**src/priority_command_queue_top_assert.svh**
```systemverilog
// Assertion macros for the priority command queue
`ifndef PRIORITY_COMMAND_QUEUE_TOP_ASSERT_SVH
`define PRIORITY_COMMAND_QUEUE_TOP_ASSERT_SVH

`ifndef SYNTHESIS
`define PCQ_ASSERT(lbl, prop, msg) \
    lbl: assert property (@(posedge i_clk) disable iff (!i_rst_n) prop) else $error(msg);
`define PCQ_ASSERT_ALWAYS(lbl, prop, msg) \
    lbl: assert property (@(posedge i_clk) prop) else $error(msg);
`else
`define PCQ_ASSERT(lbl, prop, msg)
`define PCQ_ASSERT_ALWAYS(lbl, prop, msg)
`endif

`endif

```
**src/pcq_pkg.sv**
```systemverilog
package pcq_pkg;

    localparam int DEPTH_DEF = 16;
    localparam int OPCODE_W  = 2;
    localparam int KIND_W    = 8;
    localparam int PRIO_W    = 8;
    localparam int PARAM_W   = 32;
    localparam int STATION_W = 8;
    localparam int STATUS_W  = 2;
    localparam int FILL_W    = 5;

    typedef enum logic [OPCODE_W-1:0] {
        OP_PUSH  = 2'd0,
        OP_POP   = 2'd1,
        OP_CLEAR = 2'd2,
        OP_NOP   = 2'd3
    } t_opcode;

    typedef enum logic [STATUS_W-1:0] {
        ST_OK    = 2'd0,
        ST_EMPTY = 2'd1,
        ST_FULL  = 2'd2
    } t_status;

    typedef struct packed {
        logic [KIND_W-1:0]    kind;
        logic [PRIO_W-1:0]    prio;
        logic [PARAM_W-1:0]   param;
        logic [STATION_W-1:0] station;
    } t_entry;

endpackage

```
**src/pcq_mem.sv**
```systemverilog
module pcq_mem #(
    parameter int DEPTH = pcq_pkg::DEPTH_DEF
) (
    input  logic                     i_clk,
    input  logic                     i_wr_en,
    input  logic [$clog2(DEPTH)-1:0] i_wr_addr,
    input  pcq_pkg::t_entry          i_wr_data,
    input  logic                     i_rd_en,
    input  logic [$clog2(DEPTH)-1:0] i_rd_addr,
    output pcq_pkg::t_entry          o_rd_data
);
    import pcq_pkg::*;

    t_entry r_mem [DEPTH];
    t_entry r_rd_data;

    always_ff @(posedge i_clk) begin
        if (i_wr_en) begin
            r_mem[i_wr_addr] <= i_wr_data;
        end
        if (i_rd_en) begin
            r_rd_data <= r_mem[i_rd_addr];
        end
    end

    assign o_rd_data = r_rd_data;

endmodule

```
**src/priority_command_queue_top.sv**
```systemverilog
// Push, clear and no-op: accepting the item registers S_EMIT, which then registers
// the result once the output is free. Pop: a scan reads every held entry through
// the single memory read port, then entries behind the picked one are moved down
// one slot each before the result is emitted.
// One item is worked on at a time; the next is accepted while a result waits.
// Reset (i_rst_n low, synchronous) empties the queue; memory contents are kept.
module priority_command_queue_top #(
    parameter int QUEUE_DEPTH = pcq_pkg::DEPTH_DEF
) (
    input  logic                          i_clk,
    input  logic                          i_rst_n,
    input  logic                          i_in_valid,
    output logic                          o_in_stall,
    input  logic [pcq_pkg::OPCODE_W-1:0]  i_opcode,
    input  logic [pcq_pkg::KIND_W-1:0]    i_cmd_kind,
    input  logic [pcq_pkg::PRIO_W-1:0]    i_prio,
    input  logic [pcq_pkg::PARAM_W-1:0]   i_param_word,
    input  logic [pcq_pkg::STATION_W-1:0] i_station_id,
    output logic                          o_out_valid,
    input  logic                          i_out_stall,
    output logic [pcq_pkg::STATUS_W-1:0]  o_status,
    output logic [pcq_pkg::KIND_W-1:0]    o_out_kind,
    output logic [pcq_pkg::PRIO_W-1:0]    o_out_prio,
    output logic [pcq_pkg::PARAM_W-1:0]   o_out_param,
    output logic [pcq_pkg::STATION_W-1:0] o_out_station,
    output logic [pcq_pkg::FILL_W-1:0]    o_fill
);
    import pcq_pkg::*;

    `include "priority_command_queue_top_assert.svh"

    localparam int AW = $clog2(QUEUE_DEPTH);
    localparam int CW = $clog2(QUEUE_DEPTH + 1);

    typedef enum logic [1:0] {
        S_IDLE,
        S_SCAN,
        S_MOVE,
        S_EMIT
    } t_state;

    t_state              r_state, n_state;
    logic [CW-1:0]       r_occ, n_occ;
    logic [CW-1:0]       r_cnt, n_cnt;
    logic                r_dv, n_dv;
    logic [AW-1:0]       r_didx, n_didx;
    logic [PRIO_W-1:0]   r_best, n_best;
    logic [AW-1:0]       r_pick, n_pick;
    t_entry              r_pick_ent, n_pick_ent;
    t_status             r_status, n_status;
    logic                r_out_valid, n_out_valid;
    t_status             r_out_status, n_out_status;
    t_entry              r_out_ent, n_out_ent;
    logic [FILL_W-1:0]   r_out_fill, n_out_fill;

    logic                accept;
    logic                out_free;
    logic                q_full;
    logic                wr_en;
    logic [AW-1:0]       wr_addr;
    t_entry              wr_data;
    logic                rd_en;
    logic [AW-1:0]       rd_addr;
    t_entry              rd_data;

    pcq_mem #(
        .DEPTH (QUEUE_DEPTH)
    ) u_mem (
        .i_clk     (i_clk),
        .i_wr_en   (wr_en),
        .i_wr_addr (wr_addr),
        .i_wr_data (wr_data),
        .i_rd_en   (rd_en),
        .i_rd_addr (rd_addr),
        .o_rd_data (rd_data)
    );

    assign o_in_stall = (r_state != S_IDLE);
    assign accept     = i_in_valid && !o_in_stall;
    assign out_free   = !r_out_valid || !i_out_stall;
    assign q_full     = (r_occ == CW'(QUEUE_DEPTH));

    always_comb begin
        n_state      = r_state;
        n_occ        = r_occ;
        n_cnt        = r_cnt;
        n_dv         = 1'b0;
        n_didx       = r_cnt[AW-1:0];
        n_best       = r_best;
        n_pick       = r_pick;
        n_pick_ent   = r_pick_ent;
        n_status     = r_status;
        n_out_valid  = r_out_valid && i_out_stall;
        n_out_status = r_out_status;
        n_out_ent    = r_out_ent;
        n_out_fill   = r_out_fill;
        wr_en        = 1'b0;
        wr_addr      = r_occ[AW-1:0];
        wr_data      = '{kind: i_cmd_kind, prio: i_prio, param: i_param_word,
                         station: i_station_id};
        rd_en        = 1'b0;
        rd_addr      = r_cnt[AW-1:0];

        case (r_state)
            S_IDLE: begin
                if (accept) begin
                    n_pick_ent = '0;
                    n_status   = ST_OK;
                    n_state    = S_EMIT;
                    case (t_opcode'(i_opcode))
                        OP_PUSH: begin
                            if (q_full) begin
                                n_status = ST_FULL;
                            end else begin
                                wr_en = 1'b1;
                                n_occ = r_occ + CW'(1);
                            end
                        end
                        OP_POP: begin
                            if (r_occ == '0) begin
                                n_status = ST_EMPTY;
                            end else begin
                                n_cnt   = '0;
                                n_best  = '0;
                                n_pick  = '0;
                                n_state = S_SCAN;
                            end
                        end
                        OP_CLEAR: begin
                            n_occ = '0;
                        end
                        default: begin
                        end
                    endcase
                end
            end
            S_SCAN: begin
                if (r_cnt < r_occ) begin
                    rd_en = 1'b1;
                    n_dv  = 1'b1;
                    n_cnt = r_cnt + CW'(1);
                end
                if (r_dv) begin
                    if (rd_data.prio > r_best || r_didx == '0) begin
                        n_best     = rd_data.prio;
                        n_pick     = r_didx;
                        n_pick_ent = rd_data;
                    end
                end
                if (r_cnt == r_occ && !r_dv) begin
                    n_cnt   = CW'(r_pick) + CW'(1);
                    n_state = S_MOVE;
                end
            end
            S_MOVE: begin
                if (r_cnt < r_occ) begin
                    rd_en = 1'b1;
                    n_dv  = 1'b1;
                    n_cnt = r_cnt + CW'(1);
                end
                if (r_dv) begin
                    wr_en   = 1'b1;
                    wr_addr = r_didx - AW'(1);
                    wr_data = rd_data;
                end
                if (r_cnt >= r_occ && !r_dv) begin
                    n_occ   = r_occ - CW'(1);
                    n_state = S_EMIT;
                end
            end
            S_EMIT: begin
                if (out_free) begin
                    n_out_valid  = 1'b1;
                    n_out_status = r_status;
                    n_out_ent    = r_pick_ent;
                    n_out_fill   = FILL_W'(r_occ);
                    n_state      = S_IDLE;
                end
            end
            default: begin
                n_state = S_IDLE;
            end
        endcase
    end

    always_ff @(posedge i_clk) begin
        if (!i_rst_n) begin
            r_state     <= S_IDLE;
            r_occ       <= '0;
            r_cnt       <= '0;
            r_dv        <= 1'b0;
            r_out_valid <= 1'b0;
        end else begin
            r_state      <= n_state;
            r_occ        <= n_occ;
            r_cnt        <= n_cnt;
            r_dv         <= n_dv;
            r_didx       <= n_didx;
            r_best       <= n_best;
            r_pick       <= n_pick;
            r_pick_ent   <= n_pick_ent;
            r_status     <= n_status;
            r_out_valid  <= n_out_valid;
            r_out_status <= n_out_status;
            r_out_ent    <= n_out_ent;
            r_out_fill   <= n_out_fill;
        end
    end

    assign o_out_valid   = r_out_valid;
    assign o_status      = r_out_status;
    assign o_out_kind    = r_out_ent.kind;
    assign o_out_prio    = r_out_ent.prio;
    assign o_out_param   = r_out_ent.param;
    assign o_out_station = r_out_ent.station;
    assign o_fill        = r_out_fill;

    `PCQ_ASSERT(a_occ_bound, r_occ <= CW'(QUEUE_DEPTH), "occupancy above depth")
    `PCQ_ASSERT(a_move_no_overlap, (wr_en && rd_en) |-> (wr_addr != rd_addr), "entry clash")
    `PCQ_ASSERT(a_full_drop, (r_state == S_EMIT && r_status == ST_FULL) |-> q_full, "bad drop")
    `PCQ_ASSERT(a_pick_in_range, (r_state == S_MOVE) |-> (CW'(r_pick) < r_occ), "pick range")

endmodule
```
**config.mk**
```make
export PLATFORM = sky130hd
export DESIGN_NAME = priority_command_queue_top
export DESIGN_NICKNAME = d
export VERILOG_FILES = /design/src/pcq_pkg.sv /design/src/pcq_mem.sv /design/src/priority_command_queue_top.sv
export VERILOG_INCLUDE_DIRS = /design/src /design/src/src
export SDC_FILE = /design/constraint.sdc
export NUM_CORES = 1
export LEC_CHECK = 0
export ABC_CLOCK_PERIOD_IN_PS = 5800
export BUFFER_PORTS_ARGS = -buffer_cell sky130_fd_sc_hd__buf_2
export CAP_MARGIN = 20
export CORE_AREA = 2 2 273 275
export CTS_BUF_LIST = sky130_fd_sc_hd__clkbuf_8
export DETAILED_ROUTE_END_ITERATION = 12
export DIE_AREA = 0 0 275 277
export PLACE_DENSITY_LB_ADDON = 0.12
export SLEW_MARGIN = 20
export SYNTH_ARGS = -nofsm -noshare
export SYNTH_HDL_FRONTEND = slang
export SYNTH_HIERARCHICAL = 1
export SYNTH_SLANG_ARGS = --single-unit
```
**constraint.sdc**
```tcl
create_clock -name i_clk -period 5.8 [get_ports i_clk]
set_input_delay 0.58 -clock i_clk [delete_from_list [all_inputs] [get_ports i_clk]]
set_output_delay 0.58 -clock i_clk [all_outputs]
set_load 0.02 [all_outputs]
```
; After elaboration in Yosys (flattened, before gate mapping)
; Memories as Yosys holds them, arrays and structs flattened. A register that Yosys moved wholly into a read port is not among the register bits.
; Cells that the tools add are included.
[totals]
register_bits = 151
latchBits = 0
ram_bits = 896
mem_bits_ro = 0
output_inout_bits = 65
wordCells = 123
mem_count = 1
[memory_table]
columns = memory, words, word_bits, read_ports, rd_clocked_by_memory_dff, wr, line
row1 = u_mem.r_mem, 16, 56, 1, 1, 1, pcq_mem.sv:14  ; t_entry r_mem [DEPTH];
[op_classes]
addsub = 5
multipliers = 0
div_mod_pow = 0
n_lt_le_gt_ge = 3
n_eq_ne = 17
n_shift = 0
mux = 52
bitwise = 0
n_reduce_logical = 26
[ops]
columns = op, n
row1 = 56-bit two-way mux, 5
row2 = 56-bit case mux with 2 select lines, 1
row3 = 5-bit two-way mux, 8
row4 = 8-bit two-way mux, 5
row5 = 4-bit two-way mux, 7
row6 = 5-bit case mux with 2 select lines, 2
row7 = 8-bit case mux with 2 select lines, 1
row8 = 5-bit case mux with 3 select lines, 1
row9 = 2-bit two-way mux, 7
row10 = "2-bit != test, second input constant", 7
row11 = 1-bit two-way mux, 11
row12 = "5-bit by 1-bit adder with 5-bit output, second input constant", 2
row13 = 5-bit AND reduction, 2
row14 = 8-bit greater-than comparator, 1
row15 = 2-bit case mux with 4 select lines, 1
row16 = 4-bit case mux with 2 select lines, 1
row17 = 4-bit AND reduction, 2
row18 = 7-bit AND reduction, 1
row19 = "2-bit == test, second input constant", 3
row20 = 3-bit AND reduction, 2
row21 = 2-bit nonzero test, 3
row22 = "4-bit by 1-bit adder with 5-bit output, second input constant", 1
row23 = 5-bit == test, 1
row24 = "5-bit == test, second input constant", 1
row25 = other kinds (18), 27

; Depth between registers and ports, before layout
[logic_depth]
word_depth = 7
depth_mapped = 9
mapped_depth_nobuf = 7

; Cells and area by module
; The synthesis kept the hierarchy.
[modules_own_cells]
columns = module, instances, cells_per_inst, area_per_inst_um2, seq_area_each_um2
row1 = pcq_mem, 1, 1445, 35238.8, 28587.4
row2 = priority_command_queue_top, 1, 472, 6756.5, 4394.2

; Worst setup path before layout
; No wires, ideal clock.
[synth_path]
path_type = register to register
startpoint = register r_state[0]
endpoint = memory u_mem/r_mem[0][0] (netlist name), enable pin
arrival_time_ns = 5.832
setup_slack_ns = -0.570
path_stages_with_launch = 9
n_path_buf = 2
synth_period_minus_slack_ns = 6.370
path_cell_list = dfxtp_1 -> inv_1 -> ha_1 -> nand2_1 -> clkbuf_1 -> clkbuf_1 -> o21ai_0 -> or3b_2 -> nor3_1
[synth_between]
word_cells_on_any_way = 10
[synth_rtl]
columns = item, line
row1 = "start, declared", priority_command_queue_top.sv:42  ; t_state r_state, n_state;
row2 = "start signal, assigned", priority_command_queue_top.sv:194  ; r_state <= n_state;
row3 = 2-bit == test, priority_command_queue_top.sv:104  ; case (r_state)
row4 = 4-bit two-way mux, priority_command_queue_top.sv:104
row5 = named net wr_addr[3], priority_command_queue_top.sv:60  ; logic [AW-1:0] wr_addr;
row6 = "end, declared", pcq_mem.sv:14
; The timed path passes the listed nets, and every way through them passes these cells.

; Worst setup path in the final report
[layout_path]
startpoint = register r_state[0]
endpoint = memory u_mem/r_mem[10][31] (netlist name), enable pin
; Same word-level chain as after synthesis.

==> results.md <==
- The flow ran to the end, and the final reports show no timing, DRC or antenna violations.
- The worst setup path is launched from a flop.
- The final-report max-slew violation count is 0.
- Of all nets on the critical path, the largest fanout is 44.
- The width of the die is 275 um.
- Setup violations remaining at the end of the flow were counted as 0.
- The starting utilization of the core area is 0.5708.
- Of the available clock period, the critical path in the final layout requires 0.7011.
- The worst-case IR drop observed on VDD is 0.0003784 V.
- The path type of the worst min-delay path is primary input to flop.
- The combinational cell fraction of total power is 0.149.
- The proportion of total power due to net switching is 0.2634.
- The number of antenna violations at the first check in global routing is 3.
- The number of H-tree levels is 4.
- The number of I/O pins is 127.
- Internal power comes to 13.55 mW.
- The share of power burned in the clock network is 0.310.
- The share of total power dissipated in sequential elements is 0.541.
- Yosys mapped the design onto 55 distinct sky130hd cell types.
- The mean routed wirelength per cell is 27.07 um.
- The share of the synthesized area in compound gates (AO/OA/AOI/OAI) was 0.02932.
- The arithmetic-cell share of the synthesized area counting full adders, half adders and majority gates is 0.006853.
- The relative slew slack is 0.2512.
- The count of instances resized after the clock tree is built is 0.
- Yosys attributes the largest share of cell area to edfxtp_1, mux4_2, a22oi_1.
- The dominant cell by count in the synthesized netlist is edfxtp_1.
- The wire length reported by the detailed router is 88,430 um.
- The post-synthesis cell type with the largest combined area is edfxtp_1.
- The worst setup path is captured at a flop.
- The area enclosed by the die boundary is 76,180 um2.
- For this run, the slowest stage of the critical path takes 850 ps.
- The detailed router's first-iteration violation count is 2,094.
- The number of hold buffers added after CTS was 0.
- The number of nets in the finished design is 2,252.
- The filler-free cell count of the finished design is 3,267.
- In this run the power spent charging and discharging nets is 4.847 mW.
- The total routing usage reported by global routing is 0.2385.
- After routing, the total negative slack on setup checks comes to 0 ps.
- The number of nets in the synthesized netlist is 2,002.
- The instance count after placement with tap cells included is 2,964.
- For this run, the register share of the synthesized area comes to 0.7854.
- The synthesized area divided by synthesized cell count is 21.91 um2.
- The synthesized design contains approximately 1,100 enable-type register cells.
- The largest net degree at the start of global routing is 165.
- The share of the synthesized netlist area taken by xor and xnor gates is 0.001251.
- The global-route wire length before repair is 131,600 um.
- Power spread over the standard cell area amounts to 391.6 nW/um2.
- On the critical path, the stage with the largest delay is an instance of nor2_4.
- The fraction of synthesized area in multiplexers is 0.1351.
- The master cell of the clock root buffer is clkbuf_8.
- Once detailed placement completed, the half-perimeter wirelength came to 48,810 um.
- The post-route antenna net violation count is 0.
- In this run the standard cell core region covers approximately 74,000 um2.
- Input and output buffers added on the ports amount to approximately 130.
- The setup path with the least slack is of type flop to flop.
- The initialized floorplan defines 100 standard-cell rows.
- The async set-or-reset flop fraction in the synthesized netlist is 0.
- For this run, the leading register cell type out of synthesis is edfxtp_1.
- The source-to-sink clock delay at the later pin of the worst-skew pair is about 800 ps.
- The number of clock sinks is 1,103.
- Measured along the y axis, the die boundary spans 277 um.
- The final global-route overflow total is 0.
- Synthesis inferred 1,103 register bits.
- The number of maximum-capacitance constraint violations is 0.
- The routability-driven placement congestion ratio is 0.8130.
- The layout-stage area growth over the synthesis result is 11.86%.
- The clock tree from TritonCTS is built.
- The clock period minus worst slack is 4067 ps.
- Counting the buffers created by CTS gives 170.
- In the final layout, the share of cells above drive strength 1 is 0.2993.
- Summed over all cells, the static leakage comes to 15.01 nW.
- The clock passes through at most 3 buffers.
- Of the post-synthesis cell area, the dominant cell type holds 0.7787.
- Setup repair after global routing left no endpoint under its margin.
- The number of vias in the routed layout is 19,920.
- After synthesis, the largest family of logic cells by area is multiplexers.
- The slew at the pin with the worst max-slew slack is 1123 ps.
- After clock tree synthesis, the setup repair step added 0 buffers.
- Of the total synthesized cell area, the portion taken by AND, OR, NAND and NOR gates is 0.02830.
- STA puts the critical path data arrival time at 4530 ps.
- The count of synthesis-stage warnings from yosys is 6.
- The total of fill cells in the finished design is 5,010.
- The synthesized netlist cell count is 1,917.
- The number of endpoints with negative hold slack in the final report came to 0.
- In the routed design, unresolved DRC markers number 0.
- The number of global-route vias before repair is roughly 21,000.
- For this run, the detailed router's first-pass iteration total came to 6.
- The critical path goes through inv_1 > ha_1 > nand2_4 > o21ai_0 > nand3b_1 > nor2_4 > buf_12.
- Between clock sinks in the finished design, the worst skew comes to 22.91 ps.
- The cell area that synthesis handed to floorplanning was 42,000 um2.
- Timing would allow up to roughly 0.25 GHz.
- The via-per-instance ratio is 6.097.
- The clock transition at the registers of the reported paths is 60 ps.
- The data required time at the worst endpoint is 6260 ps.
- After synthesis, the most frequently instantiated cells are edfxtp_1, mux4_2, a22oi_1, nand2_1, and2_1.
## logic make-up (layout without fill, tap and decap cells)
family,count (synthesis),count (layout)
AO/OA/AOI/OAI,166,166
XOR/XNOR,6,6
adder cells (fa/ha/maj),23,23
buffers and inverters,114,492
flip-flops,1103,1103
multiplexers,280,280
other,0,3
AND/OR/NAND/NOR,225,225
## metal layers
| layer | global-route usage | share of wire |
|---|---|---|
| met1 | 0.3461 | 0.43 |
| met2 | 0.3692 | 0.48 |
| met3 | 0.05341 | 0.075 |
| met4 | 0.06985 | 0.018 |
| met5 | 0 | 0 |
## worst max-delay path: cells and delay by family (launching register included)
kind            cells  cell delay, ps
flops               1             340
fa+ha+maj           1             490
buf+inv             2             450
compound gates      1             570
simple gates        3            1830
## layout make-up
type | instances | area, um2 | area share
Antenna cell | 3 | 7.507 | 0.0001598
Clock buffer | 174 | 2395 | 0.05098
Clock inverter | 126 | 575.6 | 0.01225
Inverter | 22 | 82.58 | 0.001758
Multi-Input combinational cell | 700 | 8630 | 0.1837
Sequential cell | 1103 | 32990 | 0.7022
Tap cell | 969 | 1212 | 0.02581
Timing Repair Buffer | 170 | 1086 | 0.02312
## stage by stage
stage / worst slack [ps] / area [um2] / hold slack [ps] / power [mW] / utilization
detailed placement: 1699 / 43990 / 404.5 / 12.89 / 0.5980
global route: 1387 / 46970 / 93.93 / 19.18 / 0.6385
finish: 1733 / 46980 / 107.7 / 18.40 / 0.6385
CTS: 1662 / 46960 / 30.73 / 18.59 / 0.6383
floorplan: 948.1 / 42020 / 400.3 / 11.88 / -
global placement: 1813 / 43970 / 400.3 / 12.79 / 0.5977
## cells in the final DEF (no fill, tap or decap), types with 13 or more instances in the layout
| cell | instances |
|---|---|
| edfxtp_1 | 1089 |
| mux4_2 | 224 |
| clkbuf_8 | 174 |
| buf_2 | 126 |
| a22oi_1 | 116 |
| inv_1 | 85 |
| nand2_1 | 69 |
| and2_1 | 63 |
| mux2_2 | 55 |
| clkinv_1 | 40 |
| buf_4 | 34 |
| ha_1 | 22 |
| a21oi_1 | 13 |
| clkinv_2 | 13 |
| nor2_4 | 13 |
## worst paths after layout
check / start / endpoint / slack, ps / cells after the start
max: r_state[0] / u_mem/r_mem[10][31] / 1730 / 7
min: i_out_stall / o_out_valid / 110 / 3
max reg2reg: r_state[0] / u_mem/r_mem[10][31] / 1730 / 7
min reg2reg: r_pick_ent[14] / o_out_param[6] / 400 / 0
## power groups by stage
| stage | clock (mW) | combinational [mW] | sequential (mW) |
|---|---|---|---|
| 2_1_floorplan | 0 | 1.88 | 10.0 |
| 3_3_place_gp | 0 | 2.69 | 10.1 |
| 3_5_place_dp | 0 | 2.77 | 10.1 |
| 4_1_cts | 5.85 | 2.78 | 9.96 |
| 5_1_grt | 6.19 | 2.98 | 10.0 |
| 6_report | 5.71 | 2.74 | 9.95 |
## registers in the layout (all words and copies together), names as in the netlist, 5 cells and up
name	cells
o_out_kind	8
o_fill	5
o_out_station	8
u_mem/o_rd_data	56
r_cnt	5
r_pick_ent	56
r_best	8
r_occ	5
o_out_prio	8
u_mem/r_mem	896
o_out_param	32
No activity file was read; power rests on OpenSTA's default activity.
